===== src/hw/rtl/mrm_pkg.sv =====
// Shared types and constants for the modem response matcher.
// No dependencies.
package mrm_pkg;

  localparam int TEXT_MAX = 8;

  typedef logic [7:0] char_t;
  typedef logic [2:0] pos_t;
  typedef char_t [0:TEXT_MAX-1] text_t;

  typedef enum logic [1:0] {
    OP_BYTE   = 2'd0,
    OP_CMD    = 2'd1,
    OP_LISTEN = 2'd2
  } op_t;

  typedef enum logic [2:0] {
    EV_NONE    = 3'd0,
    EV_OK      = 3'd1,
    EV_ERROR   = 3'd2,
    EV_PROMPT  = 3'd3,
    EV_UNSOL   = 3'd4,
    EV_IGNORED = 3'd5
  } event_t;

  localparam char_t CH_CR = 8'h0D;
  localparam char_t CH_LF = 8'h0A;

  // Reply texts, first character at index 0, zero padded.
  localparam text_t OK_TEXT     = {8'h4F, 8'h4B, CH_CR, CH_LF, 32'h0};
  localparam text_t ERR_TEXT    = {8'h45, 8'h52, 8'h52, 8'h4F, 8'h52, CH_CR, CH_LF, 8'h00};
  localparam text_t PROMPT_TEXT = {CH_CR, CH_LF, 8'h3E, 8'h20, 32'h0};

  localparam pos_t OK_LEN     = 3'd4;
  localparam pos_t ERR_LEN    = 3'd7;
  localparam pos_t PROMPT_LEN = 3'd4;

  typedef struct packed {
    pos_t pos_next;
    logic done;
  } match_t;

  typedef struct packed {
    event_t     ev;
    logic [8:0] byte_count;
    logic       busy;
  } res_t;

endpackage


===== src/hw/rtl/mrm_match.sv =====
// One reply matcher: advances its position on a received byte.
// Depends on mrm_pkg.
module mrm_match import mrm_pkg::*; (
  input  pos_t   pos,
  input  char_t  rx,
  input  text_t  text,
  input  pos_t   len,
  output match_t res
);

  logic hit;
  pos_t pos_inc;

  assign pos_inc = pos + 3'd1;
  assign hit     = (pos < len) && (text[pos] == rx);

  // mismatch restarts at 1 only when the byte is the first character
  assign res.pos_next = hit ? pos_inc : ((rx == text[0]) ? 3'd1 : 3'd0);
  assign res.done     = hit && (pos_inc == len);

endmodule


===== src/hw/rtl/mrm_core.sv =====
// Matcher state and its one-step update for an item.
// Depends on mrm_pkg and mrm_match.
module mrm_core import mrm_pkg::*; #(
  parameter int RX_DEPTH = 256
) (
  input  logic  clk,
  input  logic  rst,
  input  logic  go,
  input  op_t   op,
  input  char_t rx_byte,
  output res_t  res
);

  localparam int CNT_W = $clog2(RX_DEPTH + 1);
  localparam int EXT_W = (CNT_W > 9) ? CNT_W : 9;

  logic             armed, armed_next;
  logic             listen_mode, listen_mode_next;
  logic             cmd_busy, cmd_busy_next;
  logic [CNT_W-1:0] count, count_next;
  char_t            prev_byte, prev_byte_next;
  pos_t             ok_pos, ok_pos_next;
  pos_t             err_pos, err_pos_next;
  pos_t             prompt_pos, prompt_pos_next;
  event_t           ev;
  match_t           ok_m, err_m, prompt_m;
  logic [EXT_W-1:0] count_ext;

  mrm_match u_ok (
    .pos(ok_pos), .rx(rx_byte), .text(OK_TEXT), .len(OK_LEN), .res(ok_m)
  );
  mrm_match u_err (
    .pos(err_pos), .rx(rx_byte), .text(ERR_TEXT), .len(ERR_LEN), .res(err_m)
  );
  mrm_match u_prompt (
    .pos(prompt_pos), .rx(rx_byte), .text(PROMPT_TEXT), .len(PROMPT_LEN), .res(prompt_m)
  );

  always_comb begin
    armed_next       = armed;
    listen_mode_next = listen_mode;
    cmd_busy_next    = cmd_busy;
    count_next       = count;
    prev_byte_next   = prev_byte;
    ok_pos_next      = ok_pos;
    err_pos_next     = err_pos;
    prompt_pos_next  = prompt_pos;
    ev               = EV_NONE;
    case (op)
      OP_BYTE: begin
        if (!armed || (count >= CNT_W'(RX_DEPTH))) begin
          ev = EV_IGNORED;
        end else if (listen_mode && (count != '0) && (prev_byte == CH_CR) &&
                     (rx_byte == CH_LF)) begin
          armed_next       = 1'b0;
          cmd_busy_next    = 1'b0;
          listen_mode_next = 1'b0;
          ev               = EV_UNSOL;
        end else begin
          // priority chain; matchers after a completion keep their position
          ok_pos_next = ok_m.pos_next;
          if (ok_m.done) begin
            armed_next    = 1'b0;
            cmd_busy_next = 1'b0;
            ev            = EV_OK;
          end else begin
            err_pos_next = err_m.pos_next;
            if (err_m.done) begin
              armed_next    = 1'b0;
              cmd_busy_next = 1'b0;
              ev            = EV_ERROR;
            end else begin
              prompt_pos_next = prompt_m.pos_next;
              if (prompt_m.done) begin
                armed_next    = 1'b0;
                cmd_busy_next = 1'b0;
                ev            = EV_PROMPT;
              end else begin
                prev_byte_next = rx_byte;
                count_next     = count + 1'b1;
              end
            end
          end
        end
      end
      OP_CMD: begin
        if (!cmd_busy) begin
          count_next      = '0;
          prev_byte_next  = '0;
          ok_pos_next     = '0;
          err_pos_next    = '0;
          prompt_pos_next = '0;
          cmd_busy_next   = 1'b1;
          armed_next      = 1'b1;
        end
      end
      OP_LISTEN: begin
        count_next       = '0;
        prev_byte_next   = '0;
        ok_pos_next      = '0;
        err_pos_next     = '0;
        prompt_pos_next  = '0;
        listen_mode_next = 1'b1;
        armed_next       = 1'b1;
      end
      default: begin
      end
    endcase
  end

  assign count_ext      = EXT_W'(count_next);
  assign res.ev         = ev;
  assign res.byte_count = count_ext[8:0];
  assign res.busy       = cmd_busy_next;

  always_ff @(posedge clk) begin
    if (rst) begin
      armed       <= 1'b1;
      listen_mode <= 1'b0;
      cmd_busy    <= 1'b0;
      count       <= '0;
      prev_byte   <= '0;
      ok_pos      <= '0;
      err_pos     <= '0;
      prompt_pos  <= '0;
    end else if (go) begin
      armed       <= armed_next;
      listen_mode <= listen_mode_next;
      cmd_busy    <= cmd_busy_next;
      count       <= count_next;
      prev_byte   <= prev_byte_next;
      ok_pos      <= ok_pos_next;
      err_pos     <= err_pos_next;
      prompt_pos  <= prompt_pos_next;
    end
  end

endmodule


===== src/hw/rtl/modem_response_matcher.sv =====
// Modem response matcher: one input beat per cycle while out_ready lets results
// drain, one result beat per input beat. Each beat is registered on entry; the
// matcher state and the result register update together once the result register
// is free, and a new beat is taken every cycle. Op 0 feeds a received byte
// to the OK, ERROR and prompt matchers (and the CR LF line detector in listen mode),
// op 1 arms for a command reply, op 2 arms for unsolicited lines. byte_count holds
// up to RX_DEPTH bytes, reported modulo 512.
// Depends on mrm_pkg and mrm_core.
module modem_response_matcher import mrm_pkg::*; #(
  parameter int RX_DEPTH = 256
) (
  input  logic       clk,
  input  logic       rst,
  input  logic       in_valid,
  output logic       in_ready,
  input  logic [1:0] op,
  input  logic [7:0] rx_byte,
  output logic       out_valid,
  input  logic       out_ready,
  output logic [2:0] event_res,
  output logic [8:0] byte_count,
  output logic       busy_res
);

  logic  s1_valid;
  op_t   s1_op;
  char_t s1_byte;
  logic  out_free;
  logic  s1_go;
  res_t  res;

  assign out_free = !out_valid || out_ready;
  assign s1_go    = s1_valid && out_free;
  assign in_ready = !s1_valid || s1_go;

  mrm_core #(.RX_DEPTH(RX_DEPTH)) u_core (
    .clk     (clk),
    .rst     (rst),
    .go      (s1_go),
    .op      (s1_op),
    .rx_byte (s1_byte),
    .res     (res)
  );

  always_ff @(posedge clk) begin
    if (rst) begin
      s1_valid  <= 1'b0;
      out_valid <= 1'b0;
    end else begin
      if (in_ready) begin
        s1_valid <= in_valid;
      end
      if (s1_go) begin
        out_valid <= 1'b1;
      end else if (out_ready) begin
        out_valid <= 1'b0;
      end
    end
  end

  always_ff @(posedge clk) begin
    if (in_valid && in_ready) begin
      s1_op   <= op_t'(op);
      s1_byte <= rx_byte;
    end
    if (s1_go) begin
      event_res  <= res.ev;
      byte_count <= res.byte_count;
      busy_res   <= res.busy;
    end
  end

endmodule


===== config.mk =====
export PLATFORM = sky130hd
export DESIGN_NAME = modem_response_matcher
export DESIGN_NICKNAME = d
export VERILOG_FILES = /design/src/hw/rtl/mrm_pkg.sv /design/src/hw/rtl/mrm_match.sv /design/src/hw/rtl/mrm_core.sv /design/src/hw/rtl/modem_response_matcher.sv
export SDC_FILE = /design/constraint.sdc
export NUM_CORES = 1
export LEC_CHECK = 0
export BUFFER_PORTS_ARGS = -buffer_cell sky130_fd_sc_hd__buf_2
export CAP_MARGIN = 20
export CORE_ASPECT_RATIO = 1.1
export CORE_MARGIN = 4
export CORE_UTILIZATION = 48
export DETAILED_ROUTE_END_ITERATION = 8
export PLACE_DENSITY = 0.69
export SYNTH_ARGS = -nofsm -noshare
export SYNTH_HDL_FRONTEND = slang
export SYNTH_SLANG_ARGS = --single-unit

===== constraint.sdc =====
create_clock -name clk -period 2.4 [get_ports clk]
set_input_delay 0.48 -clock clk [delete_from_list [all_inputs] [get_ports clk]]
set_output_delay 0.48 -clock clk [all_outputs]
set_load 0.02 [all_outputs]

# == Word-level counts from Yosys, hierarchy flattened ==
# Memories as Yosys holds them, arrays and structs flattened.
# Index checks and enable logic that the tools add are counted.
# op_classes
n_bitwise,4
reduce_logical,29
add_sub_neg,4
magnitude_cmp,7
muxes,62
eq_ne,21
# ops
cell,n
$mux W8,12
$mux W9,6
$mux W3,17
$pmux W3 S3,3
$pmux W9 S3,1
$eq A8 B4 Y1 const B,3
$eq A8 B8 Y1,3
$pmux W8 S3,1
$mux W1,18
$eq A8 B7 Y1 const B,2
$ge A4 B4 Y1 const B,3
$ne A2 B2 Y1 const B,6
$not A3 Y4,3
$logic_and A1 B1 Y1,11
$reduce_and A5 Y1,2
$add A3 B1 Y3 const B,3
$add A9 B1 Y9 const B,1
$eq A3 B3 Y1 const B,3
$ge A9 B9 Y1 const B,1
$lt A3 B3 Y1 const B,3
$reduce_bool A9 Y1,1
$reduce_and A8 Y1,1
$reduce_and A7 Y1,1
$reduce_and A6 Y1,1
other kinds (15),21
# totals
n_memories,3
rom_bits,192
out_inout_bits,15
inputBits,14
ff_bits,54
# mem_list
memory,words,width,read_ports,rd_ports_with_merged_regs,write_ports,line,rtl
(no name shown),8,8,1,0,0,mrm_match.sv:15,assign hit = (pos < len) && (text[pos] == rx);
(no name shown),8,8,1,0,0,mrm_match.sv:15,
(no name shown),8,8,1,0,0,mrm_match.sv:15,

# == Longest topological paths before layout ==
# Gate-level depths: netlist of run 1.
# logic_depth
ltp_word,13
depth_mapped,12
mapped_depth_nobuf,10

# == Cells and area by module ==
# Synthesis of run 1 repeated with hierarchy kept, for this count alone.
# hier_totals
hier_cells,547
hier_area_um2,5331.4
# by_module_without_submodules
mod,cells_each,n_inst,area_per_inst_um2,seq_area_each_um2
mrm_core,243,1,1998.2,580.6
mrm_match at u_core.u_ok ...,90,2,847.1,0.0
mrm_match at u_core.u_err,91,1,844.6,0.0
modem_response_matcher,33,1,794.5,730.7

# == Worst setup path before layout of run 1 ==
# Ideal clock, no wire load.
# synth_path
path_type,reg-to-reg
from,register u_core.err_pos[0]
to,"register byte_count[8], data pin"
setup_slack_ps,-84
n_path_buf,2
period_less_slack_ps,2484
path_stages_with_launch,12
arrival_time_ps,2226
path_cell_list,dfxtp_1 -> inv_1 -> ha_1 -> nor2_1 -> or4_4 -> a21boi_2 -> a41oi_4 -> nor2b_1 -> buf_6 -> buf_2 -> nand2_1 -> nand2_1
# synth_lines
element,line,rtl
start: declaration,mrm_core.sv:23,"pos_t err_pos, err_pos_next;"
start signal: assignment,mrm_core.sv:133,err_pos <= err_pos_next;
end signal: assignment,modem_response_matcher.sv:68,byte_count <= res.byte_count;
end: declaration,modem_response_matcher.sv:21,"output logic [8:0] byte_count,"

# == Worst setup path after layout of run 1 ==
# layout_path
from,register s1_byte[2]
to,register u_core.count[5]
# layout_via
elab_chain_cells,9
word_cells_on_any_way,17
cone_classes,eq/ne (4); mux (6); reduce/logical (7)
# layout_rtl
element,line,rtl
start: declaration,modem_response_matcher.sv:27,char_t s1_byte;
start signal: assignment,modem_response_matcher.sv:64,s1_byte <= rx_byte;
$eq A8 B8 Y1,mrm_match.sv:15,
$logic_and A1 B1 Y1,mrm_match.sv:15,
$logic_and A1 B1 Y1,mrm_match.sv:19,assign res.done = hit && (pos_inc == len);
$mux W9,mrm_core.sv:74,if (prompt_m.done) begin
$mux W9,mrm_core.sv:68,if (err_m.done) begin
$mux W9,mrm_core.sv:62,if (ok_m.done) begin
$mux W9 (*),mrm_core.sv:53,end else if (listen_mode && (count != '0) && (prev_byte == CH_CR) &&
$mux W9 (*),mrm_core.sv:51,if (!armed || (count >= CNT_W'(RX_DEPTH))) begin
$pmux W9 S3 (*),mrm_core.sv:49,case (op)
end signal: assignment,mrm_core.sv:130,count <= count_next;
end: declaration,mrm_core.sv:20,"logic [CNT_W-1:0] count, count_next;"
# Mark *: on every way between the ends. The rest lies on a longest branch, timed or not.
# A chain may end at the register's enable or synchronous reset.

==> results.cfg, run 1 <==
[status]
violations = setup timing
outcome = finished, violations left

[sta]
post-route-period-util = 1.000
clock_skew_ns = 0.007308
tightestPinTransition_ns = 0.6336
post-route-min-period_ns = 2.401
hold_viol = 0
fmax_ghz = 0.4165
rsz0062_at_grt = yes
setup_violations = 1
fin_ws_ns = -0.001196
slew_headroom = 0.5776
slew_viol_final = 0

[worst_setup_path]
crit_type = flip-flop to flip-flop
worst_setup_path_start_kind = flip-flop
crit_fanout = 5
crit_start = s1_byte[2]$_DFFE_PP_
r2r_start = s1_byte[2]$_DFFE_PP_
required_ns = 2.65
critPathCaptureType = flip-flop
worstPathArrival_ns = 2.65

[drt]
ant_nets = 0
drc = 0
dr_total_vias = 3173
wl_microns = 8515
drt_first_pass_iters = 5
wire_per_inst_microns = 15.57
dr.first_iter.drc_count = 274
vias_per_cell = 5.801

[job]
drv_cap = 0

[grt]
grt_max_degree = 23
antenna_found_initial = 0
track_usage = 0.2087
grt_first_pass_wirelength_microns = 14160
overflow = 0
grt_pass1_vias = 2921

[logic_synthesis]
ys.flop_type = dfxtp_1
synth_top_cell_area_share = 0.2019
yosys_warnings = 0
async_reset_ff_frac = 0
synth_fp_nets = 416
ys_types = 62
yosysSeqAreaShare = 0.3833
synthCells = 383
yosysTopAreaCell = edfxtp_1
avgSynthCellArea_sq_um = 8.932
synth_edf_count = 23
syn-cell-area_sq_mm = 0.003421
yosys_register_bits = 54
netlist_top_cells_area = edfxtp_1 20%, dfxtp_1 18%, ha_1 6.9%, a21oi_1 4.2%, nand2_1 4.1%

[worst_hold_path]
min-delay-start = op[1]
min_path_type = primary input to flip-flop

[clocking]
clock_sinks = 54
cts_buffers = 5
htreeDepth = 2
clk_pin_slew_ns = 0.10
cts_tree = done
postCtsHoldBufs = 0
cts_buffer_depth = 2
clkLatencyLatePin_ns = 0.31
ctsRootBufferMaster = clkbuf_8

[power]
leakage_nw = 1.776
powerDensity_mw_per_mm2 = 430.3
finalPower_w = 0.001899
irDropWorstVdd_uv = 346.4

[placed_design]
placed_cell_area_sq_mm = 0.003943
gp_congestion = 0.8892
io_buffers = 28
hpwl_microns = 5983
pre_cts_ws_ns = -0.1132
dp.cells = 522

[finish]
final_cell_count_no_fill = 547
final_area_sq_mm = 0.004412
mostFrequentLayoutCells = 53 x buf_4, 36 x nand2_1, 28 x a21oi_1, 28 x buf_2
drive_gt1_frac = 0.3312
area_growth_pct = 28.97
multi_input_area_sq_mm = 0.002128
diodes = 0
fin_nets = 494
mostFrequentLayoutCell = buf_4
register_area_sq_mm = 0.001320
fill_cells = 576

[floorplanning]
start_util = 0.4910
io_pins = 29
die_x_microns = 88.49
dieArea_sq_mm = 0.008543
die_height_microns = 96.54
num_rows = 32
coreArea_sq_mm = 0.006967
==> layer usage <==
| metal | vias to the layer above | part of all wire | global-route usage |
|---|---|---|---|
| li1 | 1557 | - | - |
| met1 | 1525 | 0.45 | 0.2805 |
| met2 | 81 | 0.50 | 0.3423 |
| met3 | 10 | 0.038 | 0.03053 |
| met4 | 0 | 0.014 | 0.07179 |
| met5 | - | 0 | 0 |
==> logic make-up after synthesis <==
logic type,after synthesis,share of synthesized area
and+or+nand+nor,167,0.2670
AOI/OAI and AO/OA,87,0.1807
DFF,54,0.3833
buffers and inverters,37,0.04901
adders and majority gates,19,0.06950
xor gates and xnor gates,15,0.03841
muxes,4,0.01207
==> repair_timing <==
item / 4_1_cts / 5_1_grt
setup buffers: 10 / 7
setup endpoints to repair: 16 / 33
gates resized for setup: 15 / 34
pin swaps: 9 / 25
==> flip-flops by register name, summed over array words and instances, names as in the netlist, 2 cells and up <==
signal / flops
u_core.ok_pos: 3
byte_count: 9
u_core.count: 9
s1_byte: 8
event_res: 3
u_core.prev_byte: 8
u_core.prompt_pos: 3
u_core.err_pos: 3
s1_op: 2
==> cells in the mapped netlist, types with 4 or more instances <==
library cell   n
or3_1          5
and2_1         5
inv_1         17
nor2b_1        5
nor3_1        13
ha_1          19
edfxtp_1      23
clkbuf_1       9
o221ai_1       6
a21oi_1       29
nand4_1       11
a31oi_1        4
o22ai_1        5
and3_1        11
dfxtp_1       31
o21ai_0       11
buf_2          8
nand2b_1       7
nand3_1       22
a21o_1         9
xor2_1         7
nand2_1       37
xnor2_1        8
nor2_1        27
==> power breakdown <==
group | leakage, nW | internal [W] | switching [W] | total, W
combinational | 1.24 | 0.000114 | 0.000154 | 0.000268
sequential | 0.476 | 0.000987 | 0.0000294 | 0.00102
clock | 0.0600 | 0.000302 | 0.000312 | 0.000614
total | 1.78 | 0.00140 | 0.000496 | 0.00190
==> cell type report <==
cell class	count	share of cell area
multi-input cells	292	0.4824
flip-flops and latches	54	0.2992
repair buffers	91	0.1534
clock buffers	7	0.02439
well taps	85	0.02411
inverters	17	0.01446
clock inverters	1	0.001985
==> through the flow <==
stage / hold WS, ns / setup TNS, ns / util
2_1_floorplan: 0.4319 / 0 / -
3_3_place_gp: 0.4408 / -0.1656 / 0.5659
3_5_place_dp: 0.4538 / -0.4775 / 0.5659
4_1_cts: 0.3287 / 0 / 0.6043
5_1_grt: 0.3141 / -0.3836 / 0.6333
6_report: 0.3361 / -0.001196 / 0.6333
==> final timing paths <==
check             depth (start not counted)                            end  slack (ns)
setup / recovery                         11   u_core.count[5]$_SDFFE_PP0P_      -0.001
hold / removal                            1             s1_op[1]$_DFFE_PP_        0.34
setup reg to reg                         11   u_core.count[5]$_SDFFE_PP0P_      -0.001
hold reg to reg                           2  u_core.ok_pos[2]$_SDFFE_PP0P_        0.48
==> critical path, cell delays in order, from the launching register on <==
cell and delay (ns):
edfxtp_1 0.51, buf_6 0.17, buf_6 0.12, xnor2_4 0.12, a22oi_2 0.23, nor4_4 0.09, a41oi_4 0.20, buf_12 0.15
buf_12 0.10, nand4_1 0.15, or3_1 0.41, o21ai_1 0.08
(Power assumes the default switching activity.)
==> inputs of run 2 (changes only) <==
--- a/config.mk
+++ b/config.mk
@@ -11,7 +11,8 @@
 export CORE_MARGIN = 4
 export CORE_UTILIZATION = 48
 export DETAILED_ROUTE_END_ITERATION = 8
-export PLACE_DENSITY = 0.69
+export PLACE_DENSITY = 0.66
+export SETUP_SLACK_MARGIN = 0.4
 export SYNTH_ARGS = -nofsm -noshare
 export SYNTH_HDL_FRONTEND = slang
 export SYNTH_SLANG_ARGS = --single-unit
==> constraint.sdc (replaced) <==
create_clock -name clk -period 2.3 [get_ports clk]
set_input_delay 0.46 -clock clk [delete_from_list [all_inputs] [get_ports clk]]
set_output_delay 0.46 -clock clk [all_outputs]
set_load 0.02 [all_outputs]
==> results.cfg, run 2 (synthesis results as in run 1) <==
[status]
outcome = finished, violations left
violations = setup timing

[drt]
dr.first_iter.drc_count = 192
drt_first_pass_iters = 5
wire_per_inst_microns = 16.85
wl_microns = 9944
ant_nets = 0
dr_total_vias = 3447
vias_per_cell = 5.842
drc = 0

[worst_setup_path]
required_ns = 2.38
r2r_start = u_core.err_pos[0]$_SDFFE_PP0P_
worst_setup_path_start_kind = flip-flop
r2r-end = byte_count[6]$_DFFE_PP_
r2r_setup_slack_ns = -0.14
crit_type = flip-flop to flip-flop
critPathCaptureType = flip-flop
crit_start = u_core.err_pos[0]$_SDFFE_PP0P_
worstPathArrival_ns = 2.52
crit_fanout = 5
reg2regPathDepth = 10

[floorplanning]
die_height_microns = 96.54
start_util = 0.4910
dieArea_sq_mm = 0.008543
coreArea_sq_mm = 0.006967
io_pins = 29
die_x_microns = 88.49
num_rows = 32

[finish]
final_area_sq_mm = 0.004936
register_area_sq_mm = 0.001326
mostFrequentLayoutCells = 89 x buf_4, 33 x nand2_1, 28 x buf_2, 26 x nor2_1, 25 x dfxtp_1
final_cell_count_no_fill = 590
diodes = 0
drive_gt1_frac = 0.4356
largest_registers = byte_count x9, u_core.count x9
multi_input_area_sq_mm = 0.002345
fill_cells = 508
fin_util = 0.7085
mostFrequentLayoutCell = buf_4
fin_nets = 537
area_growth_pct = 44.29

[sta]
fmax_ghz = 0.4102
rsz0062_at_grt = yes
hold_ws_ns = 0.3096
hold_viol = 0
post-route-period-util = 1.060
setup_tns_ns = -1.499
slew_viol_final = 0
slew_headroom = 0.5559
setup_violations = 26
post-route-min-period_ns = 2.438
tightestPinTransition_ns = 0.6647
clock_skew_ns = 0.01153
fin_ws_ns = -0.1376

[clocking]
cts_tree = done
cts_buffers = 5
ctsRootBufferMaster = clkbuf_8
clock_sinks = 54
clk_pin_slew_ns = 0.10
htreeDepth = 2
cts_buffer_depth = 2
postCtsHoldBufs = 0
clkLatencyLatePin_ns = 0.32

[grt]
track_usage = 0.2259
antenna_found_initial = 0
grt_max_degree = 22
overflow = 0
grt_first_pass_wirelength_microns = 15270
grt_pass1_vias = 3298

[worst_hold_path]
min-delay-start = op[0]
min_path_type = primary input to flip-flop
hold_depth = 1
min_to = s1_op[0]$_DFFE_PP_

[placed_design]
io_buffers = 28
gp_congestion = 0.8596
dp.cells = 546
hpwl_microns = 6533
placed_cell_area_sq_mm = 0.004193

[power]
leakage_nw = 1.985
irDropWorstVdd_uv = 348.9
powerDensity_mw_per_mm2 = 391.7

[job]
drv_cap = 0
## run 2: changes by cell type in the layout (fill, tap and decap cells not counted), sizes merged
cell and change:
a41oi +1, buf +42, clkinvlp +1, inv -1
## run 2: power breakdown
part / leakage, nW / total [W] / switching [W] / internal (W)
combinational: 1.47 / 0.000338 / 0.000189 / 0.000149
clock: 0.0385 / 0.000540 / 0.000323 / 0.000217
sequential: 0.478 / 0.00106 / 0.0000282 / 0.00103
total: 1.98 / 0.00193 / 0.000540 / 0.00139
## run 2: worst max-delay path, cell delays in order (launching register included)
cell,delay [ns]
dfxtp_4,0.40
inv_4,0.04
ha_4,0.29
nor2_1,0.07
or4_4,0.45
a21boi_4,0.23
a41oi_4,0.20
nand3_2,0.17
buf_6,0.12
nor3_1,0.04
o22a_1,0.19
## run 2: cell type report
| type | instances | share of cell area |
|---|---|---|
| Multi-Input combinational cell | 293 | 0.4750 |
| Sequential cell | 54 | 0.2687 |
| Timing Repair Buffer | 133 | 0.2038 |
| Inverter | 17 | 0.01394 |
| Clock buffer | 7 | 0.01546 |
| Clock inverter | 1 | 0.001521 |
| Tap cell | 85 | 0.02155 |
## run 2: layer usage
| layer | vias to the layer above | track usage | part of all wire |
|---|---|---|---|
| met3 | 26 | 0.02714 | 0.060 |
| met1 | 1641 | 0.2633 | 0.40 |
| li1 | 1647 | - | - |
| met5 | - | 0 | 0 |
| met2 | 133 | 0.4177 | 0.52 |
| met4 | 0 | 0.08816 | 0.025 |
## run 2: what timing repair did
action / CTS / global route
gates cloned: 1 / 0
buffers inserted: 17 / 18
pin swaps: 25 / 27
resized for setup: 47 / 38
setup endpoints to repair: 41 / 42
hold endpoints to repair: 0 / 0
## run 2: worst max-delay path by stage
stage          depth (start not counted)                            to  slack, ns
6_report                              10       byte_count[6]$_DFFE_PP_      -0.14
5_1_grt                               10       byte_count[6]$_DFFE_PP_      -0.21
4_1_cts                                9  u_core.count[6]$_SDFFE_PP0P_      -0.05
3_5_place_dp                           9       byte_count[1]$_DFFE_PP_      -0.13
3_3_place_gp                           9       byte_count[1]$_DFFE_PP_      -0.06
2_1_floorplan                         11       byte_count[8]$_DFFE_PP_       0.01
## run 2: through the flow
stage | setup slack (ns) | power [W]
final | -0.1376 | 0.001933
after global routing | -0.2149 | 0.002015
after CTS | -0.04941 | 0.001906
after detailed placement | -0.1305 | 0.001350
after global placement | -0.06029 | 0.001345
after floorplan | 0.01103 | 0.001234
